$ cat src/rtl/core/phfx_pkg.sv
package phfx_pkg;

   localparam int unsigned ADDR_WIDTH = 64;
   localparam int unsigned PORT_WIDTH = 16;

   localparam logic [15:0] ETHER_IPV4 = 16'h0800;
   localparam logic [15:0] ETHER_IPV6 = 16'h86DD;
   localparam logic [7:0]  PROTO_TCP  = 8'd6;
   localparam logic [7:0]  PROTO_UDP  = 8'd17;
   localparam logic [15:0] OFFSET_MAX = 16'hFFFF;

   // Fixed header offsets, in bytes from the start of the frame.
   localparam logic [15:0] POS_ETHER_HI   = 16'd12;
   localparam logic [15:0] POS_ETHER_LO   = 16'd13;
   localparam logic [15:0] POS_L3_START   = 16'd14;
   localparam logic [15:0] POS_V4_PROTO   = 16'd23;
   localparam logic [15:0] POS_V4_SRC     = 16'd26;
   localparam logic [15:0] POS_V4_DST     = 16'd30;
   localparam logic [15:0] POS_V4_END     = 16'd34;
   localparam logic [15:0] POS_V6_PROTO   = 16'd20;
   localparam logic [15:0] POS_V6_SRC_HI  = 16'd22;
   localparam logic [15:0] POS_V6_SRC_LO  = 16'd30;
   localparam logic [15:0] POS_V6_DST_HI  = 16'd38;
   localparam logic [15:0] POS_V6_DST_LO  = 16'd46;
   localparam logic [15:0] POS_V6_END     = 16'd54;
   localparam logic [3:0]  IHL_MIN        = 4'd5;
   localparam logic [7:0]  TCP_HDR_LEN    = 8'd20;
   localparam logic [7:0]  UDP_HDR_LEN    = 8'd8;

   typedef enum logic [1:0] {
      L3_NONE = 2'd0,
      L3_IPV4 = 2'd1,
      L3_IPV6 = 2'd2
   } l3_kind_type;

   typedef enum logic [1:0] {
      L4_NONE = 2'd0,
      L4_TCP  = 2'd1,
      L4_UDP  = 2'd2
   } l4_kind_type;

   typedef struct packed {
      l3_kind_type             l3_kind;
      l4_kind_type             l4_kind;
      logic [ADDR_WIDTH-1:0]   src_addr_high;
      logic [ADDR_WIDTH-1:0]   src_addr_low;
      logic [ADDR_WIDTH-1:0]   dst_addr_high;
      logic [ADDR_WIDTH-1:0]   dst_addr_low;
      logic [PORT_WIDTH-1:0]   src_port;
      logic [PORT_WIDTH-1:0]   dst_port;
   } result_type;

endpackage

$ cat src/rtl/core/phfx_if.sv
interface phfx_req_if;
   logic       valid;
   logic       ready;
   logic [7:0] frame_byte;
   logic       end_of_frame;

   modport source (output valid, output frame_byte, output end_of_frame, input ready);
   modport sink (input valid, input frame_byte, input end_of_frame, output ready);
endinterface

interface phfx_rsp_if;
   logic        valid;
   logic        ready;
   logic [1:0]  l3_kind;
   logic [1:0]  l4_kind;
   logic [63:0] src_addr_high;
   logic [63:0] src_addr_low;
   logic [63:0] dst_addr_high;
   logic [63:0] dst_addr_low;
   logic [15:0] src_port;
   logic [15:0] dst_port;

   modport source (output valid, output l3_kind, output l4_kind, output src_addr_high,
                   output src_addr_low, output dst_addr_high, output dst_addr_low,
                   output src_port, output dst_port, input ready);
   modport sink (input valid, input l3_kind, input l4_kind, input src_addr_high,
                 input src_addr_low, input dst_addr_high, input dst_addr_low,
                 input src_port, input dst_port, output ready);
endinterface

$ cat src/rtl/core/phfx_capture.sv
module phfx_capture (
   input  logic                   clock,
   input  logic                   reset,
   input  logic                   take,
   input  logic [7:0]             frame_byte,
   input  logic                   end_of_frame,
   output phfx_pkg::result_type   result
);
   import phfx_pkg::*;

   logic [15:0]           offset_ff, offset_in;
   logic [15:0]           ether_ff, ether_in;
   logic [7:0]            proto_ff, proto_in;
   logic [3:0]            ihl_ff, ihl_in;
   logic [ADDR_WIDTH-1:0] src_hi_ff, src_hi_in, src_lo_ff, src_lo_in;
   logic [ADDR_WIDTH-1:0] dst_hi_ff, dst_hi_in, dst_lo_ff, dst_lo_in;
   logic [PORT_WIDTH-1:0] port0_ff, port0_in, port1_ff, port1_in;
   logic [15:0]           port_base;
   logic [15:0]           l4_pos;
   logic                  has_l4;

   // Field capture for the byte at the current offset.
   always_comb begin
      ether_in  = ether_ff;
      proto_in  = proto_ff;
      ihl_in    = ihl_ff;
      src_hi_in = src_hi_ff;
      src_lo_in = src_lo_ff;
      dst_hi_in = dst_hi_ff;
      dst_lo_in = dst_lo_ff;
      port0_in  = port0_ff;
      port1_in  = port1_ff;
      port_base = POS_V6_END;
      if (ether_ff == ETHER_IPV4) begin
         port_base = POS_L3_START + {10'd0, ihl_ff, 2'b00};
      end

      if (offset_ff == POS_ETHER_HI || offset_ff == POS_ETHER_LO) begin
         ether_in = {ether_ff[7:0], frame_byte};
      end else if (offset_ff >= POS_L3_START) begin
         if (ether_ff == ETHER_IPV4) begin
            if (offset_ff == POS_L3_START) begin
               ihl_in = frame_byte[3:0];
            end else if (offset_ff == POS_V4_PROTO) begin
               proto_in = frame_byte;
            end else if (offset_ff >= POS_V4_SRC && offset_ff < POS_V4_DST) begin
               src_lo_in = {src_lo_ff[ADDR_WIDTH-9:0], frame_byte};
            end else if (offset_ff >= POS_V4_DST && offset_ff < POS_V4_END) begin
               dst_lo_in = {dst_lo_ff[ADDR_WIDTH-9:0], frame_byte};
            end
            // A header length below five words carries no transport header.
            if (ihl_ff >= IHL_MIN && offset_ff >= POS_V4_END) begin
               if (offset_ff == port_base || offset_ff == port_base + 16'd1) begin
                  port0_in = {port0_ff[7:0], frame_byte};
               end else if (offset_ff == port_base + 16'd2 ||
                            offset_ff == port_base + 16'd3) begin
                  port1_in = {port1_ff[7:0], frame_byte};
               end
            end
         end else if (ether_ff == ETHER_IPV6) begin
            if (offset_ff == POS_V6_PROTO) begin
               proto_in = frame_byte;
            end else if (offset_ff >= POS_V6_SRC_HI && offset_ff < POS_V6_SRC_LO) begin
               src_hi_in = {src_hi_ff[ADDR_WIDTH-9:0], frame_byte};
            end else if (offset_ff >= POS_V6_SRC_LO && offset_ff < POS_V6_DST_HI) begin
               src_lo_in = {src_lo_ff[ADDR_WIDTH-9:0], frame_byte};
            end else if (offset_ff >= POS_V6_DST_HI && offset_ff < POS_V6_DST_LO) begin
               dst_hi_in = {dst_hi_ff[ADDR_WIDTH-9:0], frame_byte};
            end else if (offset_ff >= POS_V6_DST_LO && offset_ff < POS_V6_END) begin
               dst_lo_in = {dst_lo_ff[ADDR_WIDTH-9:0], frame_byte};
            end else if (offset_ff == port_base || offset_ff == port_base + 16'd1) begin
               port0_in = {port0_ff[7:0], frame_byte};
            end else if (offset_ff == port_base + 16'd2 ||
                         offset_ff == port_base + 16'd3) begin
               port1_in = {port1_ff[7:0], frame_byte};
            end
         end
      end

      offset_in = (offset_ff == OFFSET_MAX) ? offset_ff : offset_ff + 16'd1;
   end

   // Result for a frame ending at this byte. The frame length is offset + 1, so
   // "length >= n" is tested as "offset >= n - 1".
   always_comb begin
      result        = '0;
      result.l3_kind = L3_NONE;
      result.l4_kind = L4_NONE;
      has_l4        = 1'b0;
      l4_pos        = POS_V6_END;
      if (ether_in == ETHER_IPV4 && offset_ff >= POS_V4_END - 16'd1) begin
         result.l3_kind = L3_IPV4;
         has_l4         = (ihl_in >= IHL_MIN);
         l4_pos         = POS_L3_START + {10'd0, ihl_in, 2'b00};
      end else if (ether_in == ETHER_IPV6 && offset_ff >= POS_V6_END - 16'd1) begin
         result.l3_kind = L3_IPV6;
         has_l4         = 1'b1;
      end
      if (has_l4) begin
         if (proto_in == PROTO_TCP &&
             offset_ff >= l4_pos + {8'd0, TCP_HDR_LEN} - 16'd1) begin
            result.l4_kind = L4_TCP;
         end else if (proto_in == PROTO_UDP &&
                      offset_ff >= l4_pos + {8'd0, UDP_HDR_LEN} - 16'd1) begin
            result.l4_kind = L4_UDP;
         end
      end
      if (result.l3_kind != L3_NONE) begin
         result.src_addr_high = src_hi_in;
         result.src_addr_low  = src_lo_in;
         result.dst_addr_high = dst_hi_in;
         result.dst_addr_low  = dst_lo_in;
      end
      if (result.l4_kind != L4_NONE) begin
         result.src_port = port0_in;
         result.dst_port = port1_in;
      end
   end

   always_ff @(posedge clock) begin
      if (reset || (take && end_of_frame)) begin
         offset_ff <= '0;
         ether_ff  <= '0;
         proto_ff  <= '0;
         ihl_ff    <= '0;
         src_hi_ff <= '0;
         src_lo_ff <= '0;
         dst_hi_ff <= '0;
         dst_lo_ff <= '0;
         port0_ff  <= '0;
         port1_ff  <= '0;
      end else if (take) begin
         offset_ff <= offset_in;
         ether_ff  <= ether_in;
         proto_ff  <= proto_in;
         ihl_ff    <= ihl_in;
         src_hi_ff <= src_hi_in;
         src_lo_ff <= src_lo_in;
         dst_hi_ff <= dst_hi_in;
         dst_lo_ff <= dst_lo_in;
         port0_ff  <= port0_in;
         port1_ff  <= port1_in;
      end
   end

endmodule

$ cat src/rtl/core/packet_header_field_extractor_core.sv
// Header parser: one frame byte per transaction, one result per frame.
// Throughput is one byte per cycle; a new byte is taken while a result waits,
// unless the result register is full and not being drained.
// Latency: the result appears in the cycle after its end-of-frame byte is taken.
// Synchronous active-high reset clears the offset, all captured fields and
// the result valid flag.
module packet_header_field_extractor_core (
   input  logic       clock,
   input  logic       reset,
   phfx_req_if.sink   req,
   phfx_rsp_if.source rsp
);
   import phfx_pkg::*;

   logic       take;
   logic       rsp_valid_ff;
   result_type result;
   result_type rsp_data_ff;

   assign req.ready = !rsp_valid_ff || rsp.ready;
   assign take      = req.valid && req.ready;

   phfx_capture u_capture (
      .clock        (clock),
      .reset        (reset),
      .take         (take),
      .frame_byte   (req.frame_byte),
      .end_of_frame (req.end_of_frame),
      .result       (result)
   );

   always_ff @(posedge clock) begin
      if (reset) begin
         rsp_valid_ff <= 1'b0;
      end else if (take && req.end_of_frame) begin
         rsp_valid_ff <= 1'b1;
      end else if (rsp.ready) begin
         rsp_valid_ff <= 1'b0;
      end
   end

   always_ff @(posedge clock) begin
      if (take && req.end_of_frame) begin
         rsp_data_ff <= result;
      end
   end

   assign rsp.valid         = rsp_valid_ff;
   assign rsp.l3_kind       = rsp_data_ff.l3_kind;
   assign rsp.l4_kind       = rsp_data_ff.l4_kind;
   assign rsp.src_addr_high = rsp_data_ff.src_addr_high;
   assign rsp.src_addr_low  = rsp_data_ff.src_addr_low;
   assign rsp.dst_addr_high = rsp_data_ff.dst_addr_high;
   assign rsp.dst_addr_low  = rsp_data_ff.dst_addr_low;
   assign rsp.src_port      = rsp_data_ff.src_port;
   assign rsp.dst_port      = rsp_data_ff.dst_port;

   // A transport header is only reported on top of a network header.
   a_l4_needs_l3: assert property (@(posedge clock) disable iff (reset)
      rsp_valid_ff |-> (rsp_data_ff.l4_kind == L4_NONE || rsp_data_ff.l3_kind != L3_NONE))
      else $error("transport kind reported without network kind");

   a_no_l3_zero: assert property (@(posedge clock) disable iff (reset)
      (rsp_valid_ff && rsp_data_ff.l3_kind == L3_NONE) |->
         (rsp_data_ff.src_addr_low == '0 && rsp_data_ff.dst_addr_low == '0 &&
          rsp_data_ff.src_port == '0 && rsp_data_ff.dst_port == '0))
      else $error("fields not cleared for frame without network header");

   a_v4_high_zero: assert property (@(posedge clock) disable iff (reset)
      (rsp_valid_ff && rsp_data_ff.l3_kind == L3_IPV4) |->
         (rsp_data_ff.src_addr_high == '0 && rsp_data_ff.dst_addr_high == '0 &&
          rsp_data_ff.src_addr_low[63:32] == '0 && rsp_data_ff.dst_addr_low[63:32] == '0))
      else $error("IPv4 address wider than 32 bits");

   a_eof_result: assert property (@(posedge clock) disable iff (reset)
      (take && req.end_of_frame) |=> rsp_valid_ff)
      else $error("end of frame did not produce a result");

endmodule

$ cat src/flat_wrapper.sv
// flat-port wrapper written by rule: the top's interface ports become plain ports
module packet_header_field_extractor_core_flat import phfx_pkg::*;
  (clock, reset, req_valid, req_frame_byte, req_end_of_frame, req_ready, rsp_valid, rsp_l3_kind, rsp_l4_kind, rsp_src_addr_high, rsp_src_addr_low, rsp_dst_addr_high, rsp_dst_addr_low, rsp_src_port, rsp_dst_port, rsp_ready);
  phfx_req_if req_i ();
  phfx_rsp_if rsp_i ();
  input  logic clock;
  input  logic reset;
  input wire logic [$bits(req_i.valid)-1:0] req_valid;
  input wire logic [$bits(req_i.frame_byte)-1:0] req_frame_byte;
  input wire logic [$bits(req_i.end_of_frame)-1:0] req_end_of_frame;
  output wire logic [$bits(req_i.ready)-1:0] req_ready;
  output wire logic [$bits(rsp_i.valid)-1:0] rsp_valid;
  output wire logic [$bits(rsp_i.l3_kind)-1:0] rsp_l3_kind;
  output wire logic [$bits(rsp_i.l4_kind)-1:0] rsp_l4_kind;
  output wire logic [$bits(rsp_i.src_addr_high)-1:0] rsp_src_addr_high;
  output wire logic [$bits(rsp_i.src_addr_low)-1:0] rsp_src_addr_low;
  output wire logic [$bits(rsp_i.dst_addr_high)-1:0] rsp_dst_addr_high;
  output wire logic [$bits(rsp_i.dst_addr_low)-1:0] rsp_dst_addr_low;
  output wire logic [$bits(rsp_i.src_port)-1:0] rsp_src_port;
  output wire logic [$bits(rsp_i.dst_port)-1:0] rsp_dst_port;
  input wire logic [$bits(rsp_i.ready)-1:0] rsp_ready;
  assign req_i.valid = req_valid;
  assign req_i.frame_byte = req_frame_byte;
  assign req_i.end_of_frame = req_end_of_frame;
  assign req_ready = req_i.ready;
  assign rsp_valid = rsp_i.valid;
  assign rsp_l3_kind = rsp_i.l3_kind;
  assign rsp_l4_kind = rsp_i.l4_kind;
  assign rsp_src_addr_high = rsp_i.src_addr_high;
  assign rsp_src_addr_low = rsp_i.src_addr_low;
  assign rsp_dst_addr_high = rsp_i.dst_addr_high;
  assign rsp_dst_addr_low = rsp_i.dst_addr_low;
  assign rsp_src_port = rsp_i.src_port;
  assign rsp_dst_port = rsp_i.dst_port;
  assign rsp_i.ready = rsp_ready;
  packet_header_field_extractor_core u_core (.clock(clock), .reset(reset), .req(req_i), .rsp(rsp_i));
endmodule
$ cat config.mk
export PLATFORM = sky130hd
export DESIGN_NAME = packet_header_field_extractor_core_flat
export DESIGN_NICKNAME = d
export VERILOG_FILES = /design/src/rtl/core/phfx_pkg.sv /design/src/rtl/core/phfx_if.sv /design/src/rtl/core/phfx_capture.sv /design/src/rtl/core/packet_header_field_extractor_core.sv /design/src/flat_wrapper.sv
export SDC_FILE = /design/constraint.sdc
export NUM_CORES = 1
export LEC_CHECK = 0
export BUFFER_PORTS_ARGS = -buffer_cell sky130_fd_sc_hd__buf_2
export CAP_MARGIN = 30
export CELL_PAD_IN_SITES_DETAIL_PLACEMENT = 0
export CELL_PAD_IN_SITES_GLOBAL_PLACEMENT = 1
export CORE_MARGIN = 2
export CORE_UTILIZATION = 48
export CTS_CLUSTER_SIZE = 20
export DETAILED_ROUTE_END_ITERATION = 8
export PLACE_DENSITY = 0.86
export SYNTH_ARGS = -nofsm -noshare
export SYNTH_HDL_FRONTEND = slang
export SYNTH_SLANG_ARGS = --single-unit
$ cat constraint.sdc
create_clock -name clock -period 25.5 [get_ports clock]
set_input_delay 5.1 -clock clock [delete_from_list [all_inputs] [get_ports clock]]
set_output_delay 5.1 -clock clock [all_outputs]
set_load 0.05 [all_outputs]
# After elaboration in Yosys (flattened, before gate mapping)
# Cells that the tools add are included.
[word_totals]
regBits = 625
out_inout_bits = 294
elab_cells = 170
[op_classes]
addsub = 10
n_lt_le_gt_ge = 18
eq_ne = 16
n_mux = 83
bitwise = 1
reduce_logical = 23
[op_table]
columns = ["cell", "n"]
rows = [
  ["2-to-1 mux 64 bit", 37],
  ["2-to-1 mux 16 bit", 24],
  ["greater-or-equal comparator 16 x 6 -> 1 bit (second input constant)", 5],
  ["equality test 16 bit", 4],
  ["less-than comparator 16 x 6 -> 1 bit (second input constant)", 4],
  ["2-to-1 mux 8 bit", 7],
  ["equality test 16 bit (second input constant)", 3],
  ["equality test 16 x 4 -> 1 bit (second input constant)", 3],
  ["greater-or-equal comparator 16 x 5 -> 1 bit (second input constant)", 3],
  ["adder 16 x 1 -> 16 bit (second input constant)", 2],
  ["adder 16 x 2 -> 16 bit (second input constant)", 2],
  ["equality test 16 x 12 -> 1 bit (second input constant)", 2],
  ["equality test 16 x 5 -> 1 bit (second input constant)", 2],
  ["greater-or-equal comparator 16 bit", 2],
  ["subtractor 16 x 1 -> 16 bit (second input constant)", 2],
  ["adder 16 x 4 -> 16 bit (second input constant)", 1],
  ["adder 16 x 5 -> 16 bit (second input constant)", 1],
  ["greater-or-equal comparator 16 x 4 -> 1 bit (second input constant)", 1],
  ["less-than comparator 16 x 5 -> 1 bit (second input constant)", 1],
  ["2-to-1 mux 4 bit", 4],
  ["adder 4 x 6 -> 7 bit (first input constant)", 2],
  ["2-to-1 mux 7 bit", 2],
  ["logical AND 1 bit", 13],
  ["2-to-1 mux 2 bit", 5],
  ["other kinds (9)", 19],
]

# Depth between registers and ports, before layout
# Gate-level depths: netlist of the first run.
[depth]
depth_word = 16
ltp_mapped = 20
depth_no_buf = 18

# Cells and area by module
# From an unflattened synthesis of the first run, not the netlist that was laid out.
[unflattened]
cells_unflattened = 3004
hier_area_um2 = 26741.9
[by_module_without_submodules]
columns = ["module", "instances", "cells_per_inst", "area_per_inst_um2", "seq_area_each_um2"]
rows = [
  ["phfx_capture", 1, 2706, 17905.9, 6646.4],
  ["packet_header_field_extractor_core", 1, 298, 8836.0, 8788.4],
]

# Least setup slack after synthesis of the first run
# No wires, ideal clock.
[synth_timing]
path_type = "input -> register"
from = "input port rsp_ready"
to = "register u_core.u_capture.offset_ff[0]"
setup_ps = 128
arrival_ps = 13275
slack_ps = 12098
cell_stages = 10
path_buffers = 4
cell_sequence = "nand2b_1 and2_1 clkbuf_1 nand2_1 inv_1 or2_2 clkbuf_1 buf_1 buf_1 nor2_1"
[synth_via]
elab_chain_len = 4
elab_cells_between_ends = 5
cone_classes = "reduce/logical: 5"
[synth_rtl]
columns = ["item", "line", "text"]
rows = [
  ["start, declared", "flat_wrapper.sv:21", "input wire logic [$bits(rsp_i.ready)-1:0] rsp_ready;"],
  ["logical OR 1 bit (*)", "packet_header_field_extractor_core.sv:20", "assign req.ready = !rsp_valid_ff || rsp.ready;"],
  ["logical AND 1 bit (*)", "packet_header_field_extractor_core.sv:21", "assign take = req.valid && req.ready;"],
  ["logical AND 1 bit", "phfx_capture.sv:121", "if (reset || (take && end_of_frame)) begin"],
  ["logical OR 1 bit", "phfx_capture.sv:121", ""],
  ["end signal, assigned", "phfx_capture.sv:133", "offset_ff <= offset_in;"],
  ["end, declared", "phfx_capture.sv:11", "logic [15:0] offset_ff, offset_in;"],
]
# Every way passes the cells marked *; elsewhere a longest branch is shown, timed or not.
# A chain may end at the register's enable or synchronous reset.

# Final worst setup path of the first run
[layout_timing]
from = "input port rsp_ready"
to = "output port req_ready"
[layout_via]
elab_chain_len = 1
[layout_rtl]
columns = ["item", "line", "text"]
rows = [
  ["logical OR 1 bit", "packet_header_field_extractor_core.sv:20", ""],
  ["end, declared", "flat_wrapper.sv:11", "output wire logic [$bits(req_i.ready)-1:0] req_ready;"],
]
# Every way passes these cells.

==> results.toml, run 1 <==
[floorplanning]
die_w_um = 239
core_um2 = 54900
core.rowCount = 86
die_height_um = 239
ios = 307
start_util_pct = 48.4
die-area_um2 = 57300

[synthesis]
synth_top_area_share_pct = 33.0
ys_types = 73
yosysSeqAreaShare_pct = 58.1
syn_inst = 2948
yosys.area.top_type = "edfxtp_1"
synth-edff-count = 292
netlist_top_cells_area = "edfxtp_1 (33%), dfxtp_1 (25%), nand2_1 (15%), a21oi_1 (10%), clkbuf_1 (2.8%)"
synth_area_per_cell_um2 = 9.01
syn-num-nets = 2985
async_flop_share_pct = 0
ys_ff_latch = 625
synth_area_um2 = 26600
synth_most_common_cell = "nand2_1"
ys_warn_count = 0
yosys_most_used_dff = "dfxtp_1"
synthTopCellsByCount = "nand2_1 (1050), a21oi_1 (539), dfxtp_1 (333), edfxtp_1 (292), clkbuf_1 (200)"

[timing]
fmax_mhz = 92.9
period_share_pct = 42.2
relSlewSlack_pct = 33.3
max_slew.worst_pin.slew_ps = 996
fin_setup_tns_ps = 0
finClkSkew_ps = 21.1
report.final.slew_viol_count = 0
setup_viol = 0
rsz0062_at_grt = "false"
hold_viol = 0
period_minus_slack_ps = 10760

[route]
num_vias = 21758
viasPerCell = 5.58
final_antenna_net_count = 0
drt_wl_total_mm = 72.1
drtPass1Iterations = 6
drc_errors = 0
wl_per_cell_um = 18.5
initialDrtViolationCount = 1956

[clocking]
root_buffer = "clkbuf_16"
cts_setup_buffers = 0
cts_buffer_depth = 3
htree_num_levels = 3
cts_made_buffers = 66
ctsHoldBuffers = 0
clk_latency_ps = 600
cts_num_sinks = 625
path_clk_slew_ps = 60
cts_resized = 0
cts_tree = "built"

[placed_design]
place.port_buffers = 306
gp_congestion = 0.853
dp_hpwl_mm = 43.9
dp.cells = 3776

[cells_and_area]
n_antenna_cell = 0
fin_cells = 3897
final_util_pct = 56.0
nets = 3178
drive_above_1_share_pct = 15.2
fillers = 4815
synthToLayoutAreaGrowth_pct = 15.6

[critical_path]
start_kind = "primary input"
cp_max_fo = 4
worstSetupEndpointType = "output port"
path_class = "in2out"
arrival_ps = 5660
critical_path_required_ps = 20400

[run]
cap_violations = 0

[pwr]
vdd_drop_max_mv = 0.0416
power.density_nw_per_um2 = 68.1
leakage_uw = 0.00988
internal_power_uw = 1610
power_frac_seq_pct = 51.1
switching_power_uw = 485
swShare_pct = 23.2
p_clk_share_pct = 43.9
power_frac_comb_pct = 5.0

[global_routing]
grt_max_degree = 97
antenna_found_initial = 0
grt-ovfl-total = 0
grt_pass1_wl_mm = 112
first_global_vias = 20076
grt_usage_pct = 24.6

[worst_hold_path]
hold_path_class = "reg2reg"

[status]
status = "finished clean"
==> layout by cell type, fill, tap and decap left out, types with 25 or more instances in the layout <==
cell and count:
nand2_1 1046, clkbuf_16 70, a21oi_1 538, dfxtp_1 333, mux2i_1 61, nand4_1 30
edfxtp_1 292, nor2_1 68, buf_4 37, nor3_1 25, buf_2 308, o21ai_0 73
==> per-layer routing <==
metal / track usage [%] / vias up / wire length, um
met1: 33.9 / 10480 / 30800
met2: 39.9 / 735 / 34800
li1: - / 10455 / -
met5: 0 / - / 0
met4: 6.97 / 0 / 1400
met3: 4.39 / 88 / 5130
==> registers in the layout, summed over array words and instances, names as in the netlist, 16 cells and up <==
register / flops
u_core.u_capture.src_hi_ff: 64
u_core.rsp.dst_addr_high: 64
u_core.u_capture.port0_ff: 16
u_core.rsp.dst_port: 16
u_core.rsp.src_addr_low: 64
u_core.rsp.src_addr_high: 64
u_core.u_capture.dst_lo_ff: 64
u_core.u_capture.ether_ff: 16
u_core.u_capture.port1_ff: 16
u_core.rsp.dst_addr_low: 64
u_core.rsp.src_port: 16
u_core.u_capture.dst_hi_ff: 64
u_core.u_capture.offset_ff: 16
u_core.u_capture.src_lo_ff: 64
==> logic make-up after synthesis <==
group,synth area share [%]
AND/OR/NAND/NOR,19.6
AO/OA/AOI/OAI,14.2
flip-flops,58.1
buffers and inverters,3.60
multiplexers,2.38
XOR/XNOR,1.07
adder cells (fa/ha/maj),1.13
==> metrics by stage <==
stage | hold WS (ps) | power, uW | area [um^2] | setup WS [ps]
3_3_place_gp | 438 | 1190 | 28500 | 14770
4_1_cts | 454 | 2110 | 30700 | 14750
6_report | 450 | 2090 | 30700 | 14740
2_1_floorplan | 431 | 1170 | 26600 | 12100
5_1_grt | 466 | 2160 | 30700 | 14720
3_5_place_dp | 446 | 1200 | 28600 | 14750
==> final cells by class <==
| class | count | area (um^2) | share of cell area, % |
|---|---|---|---|
| Inverter | 18 | 75.1 | 0.244 |
| Sequential cell | 625 | 15400 | 50.3 |
| Timing Repair Buffer | 351 | 1980 | 6.44 |
| Multi-Input combinational cell | 2079 | 10300 | 33.5 |
| Clock buffer | 94 | 1890 | 6.16 |
| Clock inverter | 26 | 164 | 0.534 |
| Tap cell | 704 | 881 | 2.87 |
==> power groups by stage <==
stage	Clock (uW)	Sequential, uW	Combinational [uW]
after floorplan	0	1140	30.5
after global placement	0	1090	104
after detailed placement	0	1090	106
after CTS	939	1070	106
after global routing	977	1070	111
final	917	1070	106
==> final timing paths <==
check                                                     from  cells after the start                              to  slack [ps]
worst max-delay path                                 rsp_ready                      3                       req_ready       14740
worst min-delay path            u_core.u_capture.dst_hi_ff[60]                      2  u_core.u_capture.dst_hi_ff[60]         450
worst max register to register   u_core.u_capture.offset_ff[1]                     18         u_core.rsp.dst_port[11]       20340
worst min register to register  u_core.u_capture.dst_hi_ff[60]                      2  u_core.u_capture.dst_hi_ff[60]         450
==> critical path, stage by stage <==
cell      delay [ps]
buf_2             70
nand2b_1         190
buf_2            300
Power figures use the tool's default switching activity.
==> inputs of run 2 (changes only) <==
--- a/config.mk
+++ b/config.mk
@@ -10,10 +10,10 @@
 export CELL_PAD_IN_SITES_DETAIL_PLACEMENT = 0
 export CELL_PAD_IN_SITES_GLOBAL_PLACEMENT = 1
 export CORE_MARGIN = 2
-export CORE_UTILIZATION = 48
+export CORE_UTILIZATION = 40
 export CTS_CLUSTER_SIZE = 20
 export DETAILED_ROUTE_END_ITERATION = 8
-export PLACE_DENSITY = 0.86
+export PLACE_DENSITY = 0.76
 export SYNTH_ARGS = -nofsm -noshare
 export SYNTH_HDL_FRONTEND = slang
 export SYNTH_SLANG_ARGS = --single-unit
==> constraint.sdc (replaced) <==
create_clock -name clock -period 9.3 [get_ports clock]
set_input_delay 1.86 -clock clock [delete_from_list [all_inputs] [get_ports clock]]
set_output_delay 1.86 -clock clock [all_outputs]
set_load 0.05 [all_outputs]
==> run 2 against run 1 <==
Effect of this change:
- first-iteration DRC count rose by 1.8%
- sequential share of layout area is 0.53 points lower
- worst hold slack about the same
- final cell count grew 4.2%
- wire length up 4.9%
- design area grew 1.1%
- clock-buffer cell count decreased by 1
- sequential cell count is the same
- sequential power increased to 2.7 times the previous value
- critical path type is now in2reg
- critical endpoint is now u_core.rsp.dst_addr_low[12]
- largest cell class unchanged
==> results.toml, run 2 (synthesis results as in run 1) <==
[cells_and_area]
stdcell_area_um2 = 31000
final_common_cell = "nand2_1"
n_antenna_cell = 0
drive_above_1_share_pct = 15.5
layout_common_cells = "nand2_1 (1046), a21oi_1 (538), dfxtp_1 (333)"
nets = 3178
fin_cells = 4060
synthToLayoutAreaGrowth_pct = 16.8

[critical_path]
critical_path_required_ps = 9520
cp_max_fo = 70
r2r_slack_ps = 4190
arrival_ps = 5510
rr_startpoint = "u_core.u_capture.offset_ff[1]"
r2r.worst_path.cells = 18
worstSetupEndpointType = "register"
path_class = "in2reg"
worstReg2RegEnd = "u_core.rsp.src_port[13]"
start_kind = "primary input"

[clocking]
root_buffer = "clkbuf_16"
cts_num_sinks = 625
cts_resized = 0
path_clk_slew_ps = 60
ctsHoldBuffers = 0
cts_buffer_depth = 3
cts_made_buffers = 69
htree_num_levels = 3
clk_latency_ps = 610
cts_setup_buffers = 0
cts_tree = "built"

[worst_hold_path]
hold_path_end = "u_core.u_capture.dst_hi_ff[61]"
holdPathStages = 2
min_from = "u_core.u_capture.dst_hi_ff[61]"
hold_path_class = "reg2reg"

[route]
num_vias = 21697
final_antenna_net_count = 0
initialDrtViolationCount = 1992
drtPass1Iterations = 7
viasPerCell = 5.34
drc_errors = 0
drt_wl_total_mm = 75.7
wl_per_cell_um = 18.6

[pwr]
vdd_drop_max_mv = 0.123
leakage_uw = 0.00992
power.density_nw_per_um2 = 193

[global_routing]
antenna_found_initial = 0
grt_max_degree = 157
grt-ovfl-total = 0
grt_usage_pct = 21.6
first_global_vias = 20399
grt_pass1_wl_mm = 117

[timing]
hold_ws_ps = 450
setup_viol = 0
hold_viol = 0
report.final.slew_viol_count = 0
rsz0062_at_grt = "false"
fmax_mhz = 189
period_share_pct = 56.9
period_minus_slack_ps = 5290
fin_setup_tns_ps = 0
finClkSkew_ps = 19.2
max_slew.worst_pin.slew_ps = 998
relSlewSlack_pct = 33.1

[placed_design]
place.port_buffers = 306
place_area_um2 = 28700
dp.cells = 3933
dp_hpwl_mm = 45.8
gp_congestion = 0.820

[status]
status = "finished clean"

[floorplanning]
die-area_um2 = 68500
core.rowCount = 94
die_height_um = 262
ios = 307
die_w_um = 262
start_util_pct = 40.4
core_um2 = 65700

[run]
cap_violations = 0
==> run 2: changes by cell type in the layout (fill, tap and decap cells not counted), sizes merged <==
cell      previous run  this run
inv                 18        20
clkbuf              94        93
clkinvlp             1         3
clkinv              24        21
buf                351       348
bufinv               1         7
==> run 2: stage by stage <==
step | util, % | total power, uW | setup slack [ps]
after detailed placement | 43.7 | 3280 | 3370
after CTS | 47.2 | 6060 | 3970
after global placement | 43.7 | 3280 | 3480
after global routing | 47.2 | 6180 | 3710
after floorplan | - | 3200 | 860
final | 47.2 | 5990 | 4010
==> run 2: report_power, final <==
group / internal, uW / switching, uW
clock network: 1650 / 1120
registers: 2910 / 20.6
logic: 43.9 / 250
==> run 2: worst max-delay path, cell delays in order <==
cell and delay [ps]:
buf_2 70, nand2b_1 150, and2_1 610, nand2_1 250, clkinvlp_4 230, buf_4 550, buf_4 790, buf_4 840
==> run 2: how the worst max path moves through the flow <==
stage | start | to | depth (start not counted)
2_1_floorplan | rsp_ready | u_core.u_capture.dst_hi_ff[0] | 10
3_3_place_gp | rsp_ready | u_core.rsp.dst_addr_low[40] | 8
3_5_place_dp | rsp_ready | u_core.rsp.dst_addr_low[39] | 8
4_1_cts | rsp_ready | u_core.rsp.dst_addr_low[39] | 8
5_1_grt | rsp_ready | u_core.rsp.dst_addr_low[12] | 8
6_report | rsp_ready | u_core.rsp.dst_addr_low[12] | 8
==> run 2: area by class of cell <==
class / count / area, um^2
inverter: 18 / 71.3
timing repair buffer: 348 / 1880
sequential: 625 / 15400
clock inverter: 33 / 368
multi-input combinational: 2079 / 10300
fill: 6194 / 34700
clock buffer: 93 / 1920
tap: 864 / 1080
==> run 2: layer usage <==
layer  track usage, %  routed length, um
met1             28.9              32100
met4             7.64               2210
met5                0                  0
met2             34.6              35700
met3             4.56               5640
